`config.mk`:
```
export PLATFORM = sky130hd
export DESIGN_NAME = ept_cordic_cell
export DESIGN_NICKNAME = d
export VERILOG_FILES = /design/src/hw/rtl/ept_pkg.sv /design/src/hw/rtl/ept_cordic_cell.sv
export SDC_FILE = /design/constraint.sdc
export NUM_CORES = 1
export LEC_CHECK = 0
export BUFFER_PORTS_ARGS = -buffer_cell sky130_fd_sc_hd__buf_2
export CAP_MARGIN = 20
export CORE_ASPECT_RATIO = 0.75
export CORE_MARGIN = 10
export CORE_UTILIZATION = 46
export DETAILED_ROUTE_END_ITERATION = 16
export PLACE_DENSITY = 0.73
export RECOVER_POWER = 100
export REMOVE_ABC_BUFFERS = 1
export SYNTH_ARGS = -nofsm -noshare
export SYNTH_HDL_FRONTEND = slang
export SYNTH_SLANG_ARGS = --single-unit
```
`constraint.sdc`:
```
create_clock -name clk -period 2.6 [get_ports clk]
set_clock_uncertainty 0.05 [all_clocks]
set_input_delay 0 -clock clk [delete_from_list [all_inputs] [get_ports clk]]
set_output_delay 0 -clock clk [all_outputs]
set_load 0.01 [all_outputs]
```
`src/hw/rtl/ept_pkg.sv`:
```
package ept_pkg;

    localparam int CORDIC_STEPS_DEF = 16;
    localparam int FRAC_BITS_DEF    = 16;
    localparam int WORK_BITS        = 30;
    localparam int ATAN_COUNT       = 24;
    localparam int CW               = 34;
    localparam int ROT_W            = 18;
    localparam int TR_W             = 32;
    localparam int ANG_W            = 16;
    localparam int IN_W             = 3 * TR_W + 3 * ANG_W;
    localparam int OUT_BITS         = 9 * ROT_W + 3 * TR_W;
    localparam int OUT_W            = ((OUT_BITS + 7) / 8) * 8;
    localparam logic signed [CW-1:0] GAIN_INIT = 34'sd652032874;

    typedef logic signed [CW-1:0] cw_t;
    typedef logic signed [ROT_W-1:0] rot_t;

    typedef struct packed {
        cw_t x;
        cw_t y;
        cw_t z;
        logic neg;
    } cval_t;

    function automatic cw_t atan_val(input int i);
        cw_t r;
        case (i)
            0: r = 34'sd536870912;
            1: r = 34'sd316933406;
            2: r = 34'sd167458907;
            3: r = 34'sd85004756;
            4: r = 34'sd42667331;
            5: r = 34'sd21354465;
            6: r = 34'sd10680862;
            7: r = 34'sd5340245;
            8: r = 34'sd2670163;
            9: r = 34'sd1335087;
            10: r = 34'sd667544;
            11: r = 34'sd333772;
            12: r = 34'sd166886;
            13: r = 34'sd83443;
            14: r = 34'sd41722;
            15: r = 34'sd20861;
            16: r = 34'sd10430;
            17: r = 34'sd5215;
            18: r = 34'sd2608;
            19: r = 34'sd1304;
            20: r = 34'sd652;
            21: r = 34'sd326;
            22: r = 34'sd163;
            default: r = 34'sd81;
        endcase
        return r;
    endfunction

endpackage

```
`src/hw/rtl/ept_cordic_cell.sv`:
```
module ept_cordic_cell
    import ept_pkg::*;
#(
    parameter int STEP = 0
)
(
    input  logic      clk,
    input  logic      en,
    input  cval_t [2:0] din,
    output cval_t [2:0] dout
);

    localparam cw_t ATAN = atan_val(STEP);

    cval_t [2:0] dout_reg;
    cval_t [2:0] dout_next;

    always_comb
    begin
        for (int k = 0; k < 3; k++)
        begin
            dout_next[k].neg = din[k].neg;
            if (!din[k].z[CW-1])
            begin
                dout_next[k].x = din[k].x - (din[k].y >>> STEP);
                dout_next[k].y = din[k].y + (din[k].x >>> STEP);
                dout_next[k].z = din[k].z - ATAN;
            end
            else
            begin
                dout_next[k].x = din[k].x + (din[k].y >>> STEP);
                dout_next[k].y = din[k].y - (din[k].x >>> STEP);
                dout_next[k].z = din[k].z + ATAN;
            end
        end
    end

    always_ff @(posedge clk)
    begin
        if (en)
        begin
            dout_reg <= dout_next;
        end
    end

    assign dout = dout_reg;

endmodule

```
==> impl_metrics.env <==
export IMPL_nNetsFinal=5022
export IMPL_finalPower_mw=19.93
export IMPL_maximum_number_of_pins_on_one_net_before_global_route_repair=87
export IMPL_critPathCaptureType="flop"
export IMPL_drv_cap=1
export IMPL_yosys_warnings=0
export IMPL_post_place_cells=5005
export IMPL_post_synth_xor_area_fraction=0.06561
export IMPL_routedLengthMet1_um=46870
export IMPL_rsz0062_at_grt="yes"
export IMPL_timing_hold_violations_final=1
export IMPL_asyncSetResetFlopFracSynth=0
export IMPL_p_per_area_nw_per_um2=521.3
export IMPL_total_die_area_um2=68490
export IMPL_boundary_pins=620
export IMPL_dpl_instance_area_um2=35860
export IMPL_ys_ff_latch=306
export IMPL_synth_compound_area_frac=0.2328
export IMPL_antenna_found_initial=22
export IMPL_critical_path_max_fanout=10
export IMPL_drt_pass1_iterations=7
export IMPL_start_util=0.4657
export IMPL_rows=76
export IMPL_maxClockFrequency_ghz=0.3855
export IMPL_place_port_buffers=619
export IMPL_clk_pin_slew_ps=60
export IMPL_post_route_worst_setup_slack_ps=5.953
export IMPL_htreeDepth=2
export IMPL_root_buffer="sky130_fd_sc_hd__clkbuf_16"
export IMPL_netlist_cell_type_count=87
export IMPL_clock_sinks=306
export IMPL_fin_crit_ps=2594
export IMPL_number_of_drc_markers_in_iteration_0=2736
export IMPL_gp_congestion=1.027
export IMPL_cts_tree="yes"
export IMPL_largest_register_ffs=306
export IMPL_hpwlAfterDp_um=90750
export IMPL_place_ws_ps=-766.3
export IMPL_clock_path_buffers=3
export IMPL_dieHeight_um=229.2
export IMPL_result_of_the_run="finished, violations left"
export IMPL_timing_max_slew_rel_slack=-0.1369
export IMPL_cp_data_arrival_time_ps=2830
export IMPL_cell_count_after_synthesis=3020
export IMPL_topRoutingLayerUsed="met5"
export IMPL_core_region_area_um2=57630
export IMPL_area_of_all_placed_cells_without_fillers_um2=38230
export IMPL_critical_path_required_ps=2830
export IMPL_fp_dieW_um=298.9
export IMPL_syn_to_final_growth_pct=42.47
export IMPL_groute_usage_overall=0.3124
export IMPL_routed_wire_length_per_instance_um=21.64
export IMPL_met2RoutedLength_um=50790
export IMPL_dr_total_vias=28745
export IMPL_grt_overflow=0
export IMPL_synthFlopType="sky130_fd_sc_hd__edfxtp_1"
export IMPL_fill_cells=4952
export IMPL_met3_wirelength_um=10770
export IMPL_final_cell_count_no_fill=5216
export IMPL_syn_mean_instance_area_um2=8.885
export IMPL_synth_simple_gate_area_frac=0.1278
export IMPL_muxShareOfSynthArea=0.01422
export IMPL_numCtsBuffers=37
export IMPL_antenna_violating_nets_post_route=0
export IMPL_failed_checks="hold timing, capacitance limit, slew limit"
export IMPL_vias_in_the_first_global_route=28139
export IMPL_final_slew_violations=61
export IMPL_post_route_cells_drive_above_1_share=0.2581
export IMPL_irDropWorstVdd_mv=0.4957
export IMPL_drt_total_wl_um=112900
export IMPL_dominant_combinational_cell_family_by_area_after_synthesis="compound AO/OA/AOI/OAI gates"
export IMPL_criticalPathCategory="input port to flop"
export IMPL_seq_area_frac_synth=0.3424
export IMPL_synth_area_um2=26830
export IMPL_setup_viol_count_final=0
export IMPL_timing_hold_ws_ps=-4.840
export IMPL_launching_element_type_of_the_critical_path="input port"
export IMPL_avgViaCountPerCell=5.511
export IMPL_post_route_drc_count=0
export IMPL_grt_pass1_wl_um=169400
export IMPL_synth_enable_flop_cells=306
export IMPL_final_core_util=0.6634
export IMPL_layout_worst_path_cycle_share=0.9977
export IMPL_synth_fa_ha_area_frac=0.1516
export IMPL_tightest_slew_ps=1705
export IMPL_power_static_leakage_nw=17.44
export IMPL_hold_path_class="input port to flop"
## logic make-up (layout without fill, tap and decap cells)
group	after synthesis	count (layout)
and+or+nand+nor	714	714
DFF	306	306
buffers and inverters	457	1858
adders and majority gates	318	318
other	0	15
muxes	38	38
xor gates and xnor gates	201	201
AOI/OAI and AO/OA	986	986
## per-layer routing
layer	vias up	GRT usage
li1	13600	-
met1	13467	0.4112
met2	1436	0.4982
met3	228	0.07022
met4	14	0.1106
met5	-	0
## critical path: stages
cell and delay, ps:
sky130_fd_sc_hd__buf_2 110, sky130_fd_sc_hd__buf_4 130, sky130_fd_sc_hd__ha_1 430, sky130_fd_sc_hd__buf_4 210, sky130_fd_sc_hd__a21oi_1 200, sky130_fd_sc_hd__o21ai_0 190
sky130_fd_sc_hd__a21oi_1 230, sky130_fd_sc_hd__a21boi_1 140, sky130_fd_sc_hd__o41ai_2 370, sky130_fd_sc_hd__o22ai_1 170, sky130_fd_sc_hd__o21ai_0 240, sky130_fd_sc_hd__o21ai_0 190
sky130_fd_sc_hd__xor2_1 220
## where the power goes
group	total, mW	leakage, nW	switching (mW)	internal, mW
registers	6.65	2.99	0.279	6.37
logic	7.80	13.8	4.46	3.34
clock network	5.47	0.609	2.31	3.16
total	19.9	17.4	7.05	12.9
## cell usage after synthesis, drive strengths merged (11+ instances only)
master	n	area (µm²)
ha	306	3829
buf	45	210.2
o21ai	199	1003
xnor2	170	1489
nand3	36	180.2
nor2b	39	251.5
nor3	65	335.3
o21bai	50	375.4
nand2	153	574.3
nand3b	11	82.58
nand4	33	206.5
a31oi	20	146.4
and3	14	87.58
fa	12	240.2
a21boi	14	105.1
or2	14	87.58
edfxtp	306	9189
o31ai	31	232.7
o221ai	11	96.34
a221oi	11	96.34
nor2	244	915.9
nor4	25	156.4
clkbuf	92	345.3
o211ai	29	222.7
or3	15	93.84
a21oi	358	1795
o21a	32	240.2
a21o	81	608.1
nand2b	36	225.2
mux2i	37	370.4
inv	314	1179
xor2	31	271.5
o31a	11	96.34
a211oi	31	237.7
## stage by stage
stage / hold WS, ps / setup TNS [ps]
5_1_grt: 10.33 / -204.3
2_1_floorplan: 48.87 / -2534
3_5_place_dp: 128.3 / -45890
3_3_place_gp: 125.9 / -42310
6_report: -4.840 / 0
4_1_cts: 0.6520 / 0
## repair_timing
action,in CTS,in global routing
setup buffers,0,1
endpoints found under the setup margin,9,57
hold buffers,128,0
gates resized for setup,6,54
hold endpoints to repair,181,0
pin swaps,0,8
## cells in the final DEF (no fill, tap or decap), types with 14 or more instances in the layout
cell,count
sky130_fd_sc_hd__a21o_1,81
sky130_fd_sc_hd__o21bai_1,50
sky130_fd_sc_hd__o211ai_1,28
sky130_fd_sc_hd__nor3_1,62
sky130_fd_sc_hd__xnor2_1,170
sky130_fd_sc_hd__diode_2,15
sky130_fd_sc_hd__a31oi_1,16
sky130_fd_sc_hd__o31ai_1,27
sky130_fd_sc_hd__nand2b_1,36
sky130_fd_sc_hd__clkbuf_16,37
sky130_fd_sc_hd__buf_4,689
sky130_fd_sc_hd__nand4_1,33
sky130_fd_sc_hd__dlygate4sd3_1,128
sky130_fd_sc_hd__nand3_1,36
sky130_fd_sc_hd__a21oi_1,355
sky130_fd_sc_hd__nor2_1,243
sky130_fd_sc_hd__o21ai_0,186
sky130_fd_sc_hd__or3_1,15
sky130_fd_sc_hd__and3_1,14
sky130_fd_sc_hd__nand2_1,153
sky130_fd_sc_hd__a211oi_1,24
sky130_fd_sc_hd__o21a_1,32
sky130_fd_sc_hd__mux2i_1,36
sky130_fd_sc_hd__ha_1,303
sky130_fd_sc_hd__or2_2,14
sky130_fd_sc_hd__nor2b_1,37
sky130_fd_sc_hd__inv_1,314
sky130_fd_sc_hd__buf_2,291
sky130_fd_sc_hd__nor4_1,24
sky130_fd_sc_hd__xor2_1,31
sky130_fd_sc_hd__clkbuf_1,343
sky130_fd_sc_hd__edfxtp_1,306
## worst paths after layout
check	startpoint	to	slack, ps	cells past startpoint
hold / removal	din[176]	dout[142]	-5	3
setup / recovery	din[183]	dout[160]	6	13
## area by class of cell
cell class                      instances  area, µm²  area share
Clock buffer                           40      937.1     0.02451
Clock inverter                         27      307.8    0.008051
Tap cell                              780      975.9     0.02553
Antenna cell                           15      37.54   0.0009819
Inverter                              320       1201     0.03142
Multi-Input combinational cell       2257      16190      0.4234
Timing Repair Buffer                 1471       9393      0.2457
Sequential cell                       306       9189      0.2404
(Power assumes the default switching activity.)
